$ cat config.mk
export PLATFORM = sky130hd
export DESIGN_NAME = nmea_gga_rmc_field_extractor
export DESIGN_NICKNAME = d
export VERILOG_FILES = /design/src/rtl/nmeax_pkg.sv /design/src/rtl/nmeax_front.sv /design/src/rtl/nmeax_back.sv /design/src/rtl/nmea_gga_rmc_field_extractor.sv
export SDC_FILE = /design/constraint.sdc
export NUM_CORES = 1
export LEC_CHECK = 0
export ABC_AREA = 1
export BUFFER_PORTS_ARGS = -buffer_cell sky130_fd_sc_hd__buf_2
export CAP_MARGIN = 20
export CORE_MARGIN = 2
export CORE_UTILIZATION = 60
export CTS_CLUSTER_SIZE = 16
export DETAILED_ROUTE_END_ITERATION = 8
export GPL_TIMING_DRIVEN = 0
export MAX_ROUTING_LAYER = met4
export PLACE_DENSITY = 0.78
export SLEW_MARGIN = 20
export SYNTH_ARGS = -nofsm -noshare
export SYNTH_HDL_FRONTEND = slang
export SYNTH_SLANG_ARGS = --single-unit
$ cat constraint.sdc
create_clock -name clock -period 10.79 [get_ports clock]
set_input_delay 2.158 -clock clock [delete_from_list [all_inputs] [get_ports clock]]
set_output_delay 2.158 -clock clock [all_outputs]
set_load 0.01 [all_outputs]
$ cat src/rtl/nmeax_pkg.sv
package nmeax_pkg;

   // Longest line, newline included, that is parsed in full.
   localparam int LINE_BYTES = 128;

   localparam int QUEUE_DEPTH = 2;
   localparam int QUEUE_PTR_W = $clog2(QUEUE_DEPTH);
   localparam int QUEUE_CNT_W = $clog2(QUEUE_DEPTH + 1);

   // Byte classes decided by the front end.
   localparam logic [1:0] CLS_DATA    = 2'd0;
   localparam logic [1:0] CLS_NEWLINE = 2'd1;
   localparam logic [1:0] CLS_COMMA   = 2'd2;
   localparam logic [1:0] CLS_ZERO    = 2'd3;

   // Sentence kinds reported on the result channel.
   localparam logic [1:0] KIND_GGA   = 2'd0;
   localparam logic [1:0] KIND_RMC   = 2'd1;
   localparam logic [1:0] KIND_OTHER = 2'd2;

   // Characters of interest.
   localparam logic [7:0] CHAR_NEWLINE = 8'h0A;
   localparam logic [7:0] CHAR_COMMA   = 8'h2C;
   localparam logic [7:0] CHAR_NUL     = 8'h00;
   localparam logic [7:0] CHAR_P       = 8'h50;
   localparam logic [7:0] CHAR_G       = 8'h47;
   localparam logic [7:0] CHAR_R       = 8'h52;
   localparam logic [7:0] CHAR_V       = 8'h56;
   localparam logic [7:0] DIGIT_ZERO   = 8'd48;

   // Line positions that carry the sentence address.
   localparam logic [7:0] POS_TALKER = 8'd1;
   localparam logic [7:0] POS_TYPE1  = 8'd3;
   localparam logic [7:0] POS_TYPE2  = 8'd4;

   // Token numbers that update stored data.
   localparam logic [3:0] TOK_GGA_LAT  = 4'd2;
   localparam logic [3:0] TOK_GGA_LON  = 4'd4;
   localparam logic [3:0] TOK_GGA_QUAL = 4'd6;
   localparam logic [3:0] TOK_GGA_ALT  = 4'd9;
   localparam logic [3:0] TOK_RMC_STAT = 4'd2;
   localparam logic [3:0] TOK_RMC_LAT  = 4'd3;
   localparam logic [3:0] TOK_RMC_LON  = 4'd5;

   typedef struct packed {
      logic [1:0] cls;
      logic [7:0] data;
   } item_type;

endpackage

$ cat src/rtl/nmeax_front.sv
module nmeax_front
   import nmeax_pkg::*;
(
   input  logic       clock,
   input  logic       reset,
   input  logic       req_valid,
   output logic       req_ready,
   input  logic [7:0] req_rx_byte,
   output logic       q_valid,
   output item_type   q_item,
   input  logic       q_pop
);

   item_type                 slot_ff [QUEUE_DEPTH];
   logic [QUEUE_PTR_W-1:0]   wr_ptr_ff, wr_ptr_in;
   logic [QUEUE_PTR_W-1:0]   rd_ptr_ff, rd_ptr_in;
   logic [QUEUE_CNT_W-1:0]   count_ff, count_in;
   item_type                 new_item;
   logic                     push;

   // Classify the byte on the way in so the parser only looks at a code.
   always_comb begin
      new_item.data = req_rx_byte;
      if (req_rx_byte == CHAR_NEWLINE) begin
         new_item.cls = CLS_NEWLINE;
      end else if (req_rx_byte == CHAR_COMMA) begin
         new_item.cls = CLS_COMMA;
      end else if (req_rx_byte == CHAR_NUL) begin
         new_item.cls = CLS_ZERO;
      end else begin
         new_item.cls = CLS_DATA;
      end
   end

   assign req_ready = (count_ff != QUEUE_CNT_W'(QUEUE_DEPTH));
   assign push      = req_valid && req_ready;
   assign q_valid   = (count_ff != '0);
   assign q_item    = slot_ff[rd_ptr_ff];

   always_comb begin
      wr_ptr_in = wr_ptr_ff;
      rd_ptr_in = rd_ptr_ff;
      count_in  = count_ff;
      if (push) begin
         wr_ptr_in = (wr_ptr_ff == QUEUE_PTR_W'(QUEUE_DEPTH - 1)) ? '0 : wr_ptr_ff + 1'b1;
      end
      if (q_pop) begin
         rd_ptr_in = (rd_ptr_ff == QUEUE_PTR_W'(QUEUE_DEPTH - 1)) ? '0 : rd_ptr_ff + 1'b1;
      end
      if (push && !q_pop) begin
         count_in = count_ff + 1'b1;
      end else if (!push && q_pop) begin
         count_in = count_ff - 1'b1;
      end
   end

   always_ff @(posedge clock) begin
      if (reset) begin
         wr_ptr_ff <= '0;
         rd_ptr_ff <= '0;
         count_ff  <= '0;
      end else begin
         wr_ptr_ff <= wr_ptr_in;
         rd_ptr_ff <= rd_ptr_in;
         count_ff  <= count_in;
      end
   end

   always_ff @(posedge clock) begin
      if (push) begin
         slot_ff[wr_ptr_ff] <= new_item;
      end
   end

endmodule

$ cat src/rtl/nmeax_back.sv
module nmeax_back
   import nmeax_pkg::*;
(
   input  logic        clock,
   input  logic        reset,
   input  logic        q_valid,
   input  item_type    q_item,
   output logic        q_pop,
   output logic        rsp_valid,
   input  logic        rsp_ready,
   output logic [1:0]  rsp_sentence_kind,
   output logic [6:0]  rsp_latitude_deg,
   output logic [6:0]  rsp_longitude_lead,
   output logic [3:0]  rsp_fix_quality,
   output logic [15:0] rsp_altitude_value,
   output logic        rsp_fix_valid
);

   // Line state.
   logic [7:0]  pos_ff, pos_in;
   logic        talker_p_ff, talker_p_in;
   logic        type1_g_ff, type1_g_in;
   logic        type1_r_ff, type1_r_in;
   logic        type2_g_ff, type2_g_in;
   logic [3:0]  tok_idx_ff, tok_idx_in;
   logic [7:0]  tok_len_ff, tok_len_in;
   logic [15:0] tok_lead_ff, tok_lead_in;
   logic [15:0] alt_acc_ff, alt_acc_in;
   logic [15:0] lag_ff, lag_in;
   logic        stopped_ff, stopped_in;
   logic        overflow_ff, overflow_in;
   // Values kept across lines.
   logic [6:0]  lat_ff, lat_in;
   logic [6:0]  lon_ff, lon_in;
   logic [3:0]  qual_ff, qual_in;
   logic [15:0] alt_ff, alt_in;
   logic        fixv_ff, fixv_in;
   // Result register.
   logic        rsp_valid_ff, rsp_valid_in;
   logic [1:0]  kind_ff, kind_in;
   logic [6:0]  out_lat_ff, out_lat_in;
   logic [6:0]  out_lon_ff, out_lon_in;
   logic [3:0]  out_qual_ff, out_qual_in;
   logic [15:0] out_alt_ff, out_alt_in;
   logic        out_fixv_ff, out_fixv_in;

   logic        newline;
   logic        over_limit;
   logic        is_gga;
   logic        is_rmc;
   logic        close_tok;
   logic [7:0]  c0;
   logic [7:0]  c1;
   logic [6:0]  lead7;

   assign newline    = (q_item.cls == CLS_NEWLINE);
   assign over_limit = ({1'b0, pos_ff} >= 9'(LINE_BYTES - 1));
   // A newline needs the result register; other bytes never wait.
   assign q_pop      = q_valid && (!newline || !rsp_valid_ff || rsp_ready);

   always_comb begin
      pos_in       = pos_ff;
      talker_p_in  = talker_p_ff;
      type1_g_in   = type1_g_ff;
      type1_r_in   = type1_r_ff;
      type2_g_in   = type2_g_ff;
      tok_idx_in   = tok_idx_ff;
      tok_len_in   = tok_len_ff;
      tok_lead_in  = tok_lead_ff;
      alt_acc_in   = alt_acc_ff;
      lag_in       = lag_ff;
      stopped_in   = stopped_ff;
      overflow_in  = overflow_ff;
      lat_in       = lat_ff;
      lon_in       = lon_ff;
      qual_in      = qual_ff;
      alt_in       = alt_ff;
      fixv_in      = fixv_ff;
      rsp_valid_in = rsp_valid_ff && !rsp_ready;
      kind_in      = kind_ff;
      out_lat_in   = out_lat_ff;
      out_lon_in   = out_lon_ff;
      out_qual_in  = out_qual_ff;
      out_alt_in   = out_alt_ff;
      out_fixv_in  = out_fixv_ff;
      is_gga       = 1'b0;
      is_rmc       = 1'b0;
      close_tok    = 1'b0;
      c0           = '0;
      c1           = '0;
      lead7        = '0;

      if (q_pop) begin
         if (!newline && over_limit) begin
            overflow_in = 1'b1;
            stopped_in  = 1'b1;
         end else begin
            if (pos_ff == POS_TALKER) begin
               talker_p_in = (q_item.data == CHAR_P);
            end else if (pos_ff == POS_TYPE1) begin
               type1_g_in = (q_item.data == CHAR_G);
               type1_r_in = (q_item.data == CHAR_R);
            end else if (pos_ff == POS_TYPE2) begin
               type2_g_in = (q_item.data == CHAR_G);
            end
            is_gga = !talker_p_in && type1_g_in && type2_g_in;
            is_rmc = !talker_p_in && type1_r_in;

            if ((pos_ff == POS_TYPE2 || (newline && pos_ff < POS_TYPE2)) && is_rmc) begin
               fixv_in = 1'b1;
            end

            if (!stopped_ff) begin
               unique case (q_item.cls) inside
                  CLS_COMMA: begin
                     close_tok = (tok_len_ff != '0);
                  end
                  CLS_ZERO: begin
                     close_tok  = (tok_len_ff != '0);
                     stopped_in = 1'b1;
                  end
                  CLS_DATA, CLS_NEWLINE: begin
                     if (tok_len_ff == '0) begin
                        tok_lead_in = {q_item.data, 8'h00};
                        alt_acc_in  = '0;
                     end else if (tok_len_ff == 8'd1) begin
                        tok_lead_in = {tok_lead_ff[15:8], q_item.data};
                     end else begin
                        alt_acc_in = 16'(alt_acc_ff * 16'd10 + {8'h00, lag_ff[15:8]}
                                         - {8'h00, DIGIT_ZERO});
                     end
                     lag_in = {(tok_len_ff == '0) ? 8'h00 : lag_ff[7:0], q_item.data};
                     if (tok_len_ff != 8'hFF) begin
                        tok_len_in = tok_len_ff + 8'd1;
                     end
                     close_tok = newline;
                  end
                  default: begin
                     close_tok = 1'b0;
                  end
               endcase

               if (close_tok) begin
                  c0    = tok_lead_in[15:8];
                  c1    = tok_lead_in[7:0];
                  // Two leading digits; the ASCII offset of both folds into one constant.
                  lead7 = 7'({8'h00, c0} * 16'd10 + {8'h00, c1} - 16'({8'h00, DIGIT_ZERO} * 16'd11));
                  if (is_gga) begin
                     if (tok_idx_ff == TOK_GGA_LAT) begin
                        lat_in = lead7;
                     end else if (tok_idx_ff == TOK_GGA_LON) begin
                        lon_in = lead7;
                     end else if (tok_idx_ff == TOK_GGA_QUAL) begin
                        qual_in = c0[3:0];
                     end else if (tok_idx_ff == TOK_GGA_ALT) begin
                        alt_in = (tok_len_in >= 8'd3) ? 16'(alt_acc_in * 16'd10) : '0;
                     end
                  end else if (is_rmc) begin
                     if (tok_idx_ff == TOK_RMC_STAT) begin
                        if (c0 == CHAR_V) begin
                           fixv_in    = 1'b0;
                           stopped_in = 1'b1;
                        end
                     end else if (tok_idx_ff == TOK_RMC_LAT) begin
                        lat_in = lead7;
                     end else if (tok_idx_ff == TOK_RMC_LON) begin
                        lon_in = lead7;
                     end
                  end
                  if (!(&tok_idx_ff)) begin
                     tok_idx_in = tok_idx_ff + 4'd1;
                  end
                  tok_len_in  = '0;
                  tok_lead_in = '0;
                  alt_acc_in  = '0;
                  lag_in      = '0;
               end
            end

            if (pos_ff != 8'hFF) begin
               pos_in = pos_ff + 8'd1;
            end

            if (newline) begin
               rsp_valid_in = 1'b1;
               kind_in      = overflow_ff ? KIND_OTHER :
                              (is_gga ? KIND_GGA : (is_rmc ? KIND_RMC : KIND_OTHER));
               out_lat_in   = lat_in;
               out_lon_in   = lon_in;
               out_qual_in  = qual_in;
               out_alt_in   = alt_in;
               out_fixv_in  = fixv_in;
               pos_in       = '0;
               talker_p_in  = 1'b0;
               type1_g_in   = 1'b0;
               type1_r_in   = 1'b0;
               type2_g_in   = 1'b0;
               tok_idx_in   = '0;
               tok_len_in   = '0;
               tok_lead_in  = '0;
               alt_acc_in   = '0;
               lag_in       = '0;
               stopped_in   = 1'b0;
               overflow_in  = 1'b0;
            end
         end
      end
   end

   always_ff @(posedge clock) begin
      if (reset) begin
         pos_ff       <= '0;
         talker_p_ff  <= 1'b0;
         type1_g_ff   <= 1'b0;
         type1_r_ff   <= 1'b0;
         type2_g_ff   <= 1'b0;
         tok_idx_ff   <= '0;
         tok_len_ff   <= '0;
         tok_lead_ff  <= '0;
         alt_acc_ff   <= '0;
         lag_ff       <= '0;
         stopped_ff   <= 1'b0;
         overflow_ff  <= 1'b0;
         lat_ff       <= '0;
         lon_ff       <= '0;
         qual_ff      <= '0;
         alt_ff       <= '0;
         fixv_ff      <= 1'b0;
         rsp_valid_ff <= 1'b0;
      end else begin
         pos_ff       <= pos_in;
         talker_p_ff  <= talker_p_in;
         type1_g_ff   <= type1_g_in;
         type1_r_ff   <= type1_r_in;
         type2_g_ff   <= type2_g_in;
         tok_idx_ff   <= tok_idx_in;
         tok_len_ff   <= tok_len_in;
         tok_lead_ff  <= tok_lead_in;
         alt_acc_ff   <= alt_acc_in;
         lag_ff       <= lag_in;
         stopped_ff   <= stopped_in;
         overflow_ff  <= overflow_in;
         lat_ff       <= lat_in;
         lon_ff       <= lon_in;
         qual_ff      <= qual_in;
         alt_ff       <= alt_in;
         fixv_ff      <= fixv_in;
         rsp_valid_ff <= rsp_valid_in;
      end
   end

   always_ff @(posedge clock) begin
      kind_ff     <= kind_in;
      out_lat_ff  <= out_lat_in;
      out_lon_ff  <= out_lon_in;
      out_qual_ff <= out_qual_in;
      out_alt_ff  <= out_alt_in;
      out_fixv_ff <= out_fixv_in;
   end

   assign rsp_valid          = rsp_valid_ff;
   assign rsp_sentence_kind  = kind_ff;
   assign rsp_latitude_deg   = out_lat_ff;
   assign rsp_longitude_lead = out_lon_ff;
   assign rsp_fix_quality    = out_qual_ff;
   assign rsp_altitude_value = out_alt_ff;
   assign rsp_fix_valid      = out_fixv_ff;

endmodule

$ cat src/rtl/nmea_gga_rmc_field_extractor.sv
// NMEA GGA/RMC field extractor.
// The req channel carries the receiver text, one character per transfer on
// req_rx_byte. Each line ends in a newline; for every newline one transfer
// appears on the rsp channel with the sentence kind (GGA, RMC or other) and
// the stored latitude lead, longitude lead, fix quality, altitude times ten
// and RMC fix status. Other characters produce no result.
// The front end classifies each character and writes it into a two-entry
// queue; the back end parses one character per cycle out of that queue,
// unless a newline waits for an earlier result to leave rsp, and loads a
// result register on a newline. While rsp is not stalled, one character is
// accepted per cycle sustained. A newline passes the queue and the result
// register on its way to rsp. When the receiver stalls, the pending result
// holds steady, the parser keeps consuming characters until it reaches the
// next newline, and req_ready drops once the queue fills behind it.
// Synchronous reset empties the queue, drops rsp_valid, starts a new line
// and clears all stored position data to zero.
module nmea_gga_rmc_field_extractor
   import nmeax_pkg::*;
(
   input  logic        clock,
   input  logic        reset,
   input  logic        req_valid,
   output logic        req_ready,
   input  logic [7:0]  req_rx_byte,
   output logic        rsp_valid,
   input  logic        rsp_ready,
   output logic [1:0]  rsp_sentence_kind,
   output logic [6:0]  rsp_latitude_deg,
   output logic [6:0]  rsp_longitude_lead,
   output logic [3:0]  rsp_fix_quality,
   output logic [15:0] rsp_altitude_value,
   output logic        rsp_fix_valid
);

   logic     q_valid;
   logic     q_pop;
   item_type q_item;

   // Character classification and the queue that decouples the two halves.
   nmeax_front u_front (
      .clock       (clock),
      .reset       (reset),
      .req_valid   (req_valid),
      .req_ready   (req_ready),
      .req_rx_byte (req_rx_byte),
      .q_valid     (q_valid),
      .q_item      (q_item),
      .q_pop       (q_pop)
   );

   // Line parser, stored position data and the result register.
   nmeax_back u_back (
      .clock              (clock),
      .reset              (reset),
      .q_valid            (q_valid),
      .q_item             (q_item),
      .q_pop              (q_pop),
      .rsp_valid          (rsp_valid),
      .rsp_ready          (rsp_ready),
      .rsp_sentence_kind  (rsp_sentence_kind),
      .rsp_latitude_deg   (rsp_latitude_deg),
      .rsp_longitude_lead (rsp_longitude_lead),
      .rsp_fix_quality    (rsp_fix_quality),
      .rsp_altitude_value (rsp_altitude_value),
      .rsp_fix_valid      (rsp_fix_valid)
   );

endmodule

==> metrics <==
outcome completed; Cell Pwr Density 335 nW/um2; Final Critical Period slightly below 6 ns; combinational power share between 60% and 70%; RSZ-0062 raised after global routing no; VDD IR-drop max around 0.25 mV; CTS sink cnt 170; WP buf/inv 3; fraction of synthesized cell area taken by the top area cell type 21.8%; Sw Pwr about 0.0019 W; Pre-Repair DR Iteration Count 7; Seq pwr share between 20% and 30%; CP Data Required Time 10.98 ns; die area ~18000 um2; Overflow after GRT 0; Max Slew Vio Count 0; vias in the first global route 8800; Most used DFF post-synth dfxtp_1; synthesized area 10400 um2; Static Leak between 5 and 6 nW; Crit path arrival time ~6 ns; Int Pwr approximately 0.0019 W; Routed WL approximately 25 mm; Yosys reg bits between 150 and 200; Setup Fix Bufs, Post-CTS 0; ys async rst share 0%; Fillers 1422; post-synthesis net count about 1500; post-synthesis sequential area ratio a little under two fifths; met2 WL post-DR ~12 mm; fin crit share between 50% and 60%; clock latency on the worst-skew pair around 0.44 ns; routed wl met3 about 1.7 mm; Synth warnings 0; num ports approximately 50; Cell Rows 48; register area 3970 um2; Design Power a little under 0.004 W; Net Sw Frac 49.7%; chip width roughly 140 um; CTS tree done; slowest cell on the critical path dfxtp_1; root buffer cell clkbuf_16; Starting DRT DRC Count 854; largest area contributor in the netlist dfxtp_1; worst hold slack ~0.45 ns; CP top delay family simple AND/OR/NAND/NOR gates; Initial Utilization about 61%; maximum fanout along the worst path 5; commonest non-fill, non-tap cell in the layout nand2_1; final hold viol count 0; final estimated routing congestion in global placement just over 0.9; Least-Margin Pin Slew about 0.9 ns; Post-synth EDFFs 57; All-Layer GR Usage about 29%; clk slew on worst S/H paths 0.07 ns; cts bufs inserted 17; most frequent cells in the layout nand2_1, inv_1, a21oi_1; post-DR wirelength/cell 14.9 um; worst hold path class reg -> reg; Max stage delay on crit path roughly 0.42 ns; CP endpoint kind register; uppermost layer routed met4; met1 wire length about 11 mm; ANT nets after route 0; clock share of power ~16%; Clock Tree Buf Depth 2; setup TNS 0 ns; Worst slew margin about two fifths; IO buf count 49; synth unique cells ~60; multi-input logic area between 5000 and 6000 um2; Max-Cap Viols 0; Via Count 9339; Post-route DRC 0; hold buffers post-CTS 0; Syn Area/Cell 7.60 um2; Final Setup Violations 0; fmax 173 MHz; layout cells sized above 1 between 10% and 20%; Vias/cell around 5.6; core area between 15000 and 20000 um2; largest net degree at the start of global routing 41; crit start category register; # resized after CTS 0; Synth-to-Final Area Change 10.6%; Post-Synthesis Cells 1367; Area contributors post-synth dfxtp_1, edfxtp_1, nand2_1; CTS H-Tree Depth 4; NumNets Final about 1500; Clock Skew about 0.0085 ns; n_diodes 0; die height roughly 140 um; type of the worst setup path reg -> reg; antenna violations before repair 0; first-pass GRT wire length around 41 mm; DPL Wire Length 18.6 mm
## power by group through the flow
stage	clock network, W	registers [W]	logic [W]
after floorplan	0	0.000932	0.00167
after global placement	0	0.000933	0.00219
after detailed placement	0	0.000938	0.00225
after CTS	0.000613	0.000925	0.00228
after global routing	0.000638	0.000944	0.00258
final	0.000614	0.000926	0.00231
## metal layers
metal / up-vias / GRT usage [%]
met3: 49 / 6.06
met4: 0 / 8.10
met1: 4304 / 35.2
met2: 302 / 47.3
met5: - / -
li1: 4684 / -
## state kept, by name, summed over array words and instances (netlist names), 4 cells and up, named ones only
signal and flops:
u_front.slot_ff 20, u_back.alt_ff 16, u_back.lag_ff 16, u_back.rsp_altitude_value 16, u_back.alt_acc_ff 15, u_back.tok_lead_ff 15, u_back.pos_ff 8, u_back.tok_len_ff 8
u_back.lat_ff 7, u_back.lon_ff 7, u_back.rsp_latitude_deg 7, u_back.rsp_longitude_lead 7, u_back.qual_ff 4, u_back.rsp_fix_quality 4, u_back.tok_idx_ff 4
## metrics by stage
step / setup slack (ns) / cells / instance area (um2) / util, %
4_1_cts: 4.96 / 1673 / 11500 / 67.1
2_1_floorplan: 5.72 / 1367 / 10400 / -
3_3_place_gp: 5.20 / 1641 / 10900 / 63.8
3_5_place_dp: 5.14 / 1641 / 10900 / 63.8
6_report: 5.00 / 1673 / 11500 / 67.1
5_1_grt: 4.60 / 1673 / 11500 / 67.1
## synthesized netlist by cell type, types with 11 or more instances
master	number
nand2_1	296
a31oi_1	16
inv_2	11
inv_1	172
o21ai_0	92
ha_1	87
clkbuf_1	28
nor3_1	19
o21ai_1	11
nor2_1	109
nand3_1	67
dfxtp_1	113
xor2_1	28
a21oi_1	141
edfxtp_1	57
## final timing paths
path,start,end,slack (ns),cells past startpoint
min,u_back.alt_ff[0]$_SDFFE_PP0P_,u_back.alt_ff[0]$_SDFFE_PP0P_,0.45,2
max reg2reg,u_back.alt_acc_ff[3]$_SDFFE_PP0P_,u_back.rsp_altitude_value[15]$_DFFE_PP_,5.00,31
min reg2reg,u_back.alt_ff[0]$_SDFFE_PP0P_,u_back.alt_ff[0]$_SDFFE_PP0P_,0.45,2
max,u_back.alt_acc_ff[3]$_SDFFE_PP0P_,u_back.rsp_altitude_value[15]$_DFFE_PP_,5.00,31
## logic make-up after synthesis
group	synth area share, %
AOI/OAI and AO/OA	16.6
and+or+nand+nor	22.0
muxes	0.0964
DFF	38.3
adders and majority gates	11.4
buffers and inverters	8.72
xor gates and xnor gates	2.87
## layout make-up
type	count	area share (%)
repair buffers	49	2.13
clock inverters	11	0.925
well taps	225	2.45
inverters	185	6.11
multi-input cells	967	47.9
plain buffers	45	1.77
flip-flops and latches	170	34.6
clock buffers	21	4.10
## worst min-delay path: stages (launching register included)
cell	delay, ns
dfxtp_1	0.30
inv_1	0.06
nor3_1	0.05
No activity file was read; power rests on OpenSTA's default activity.
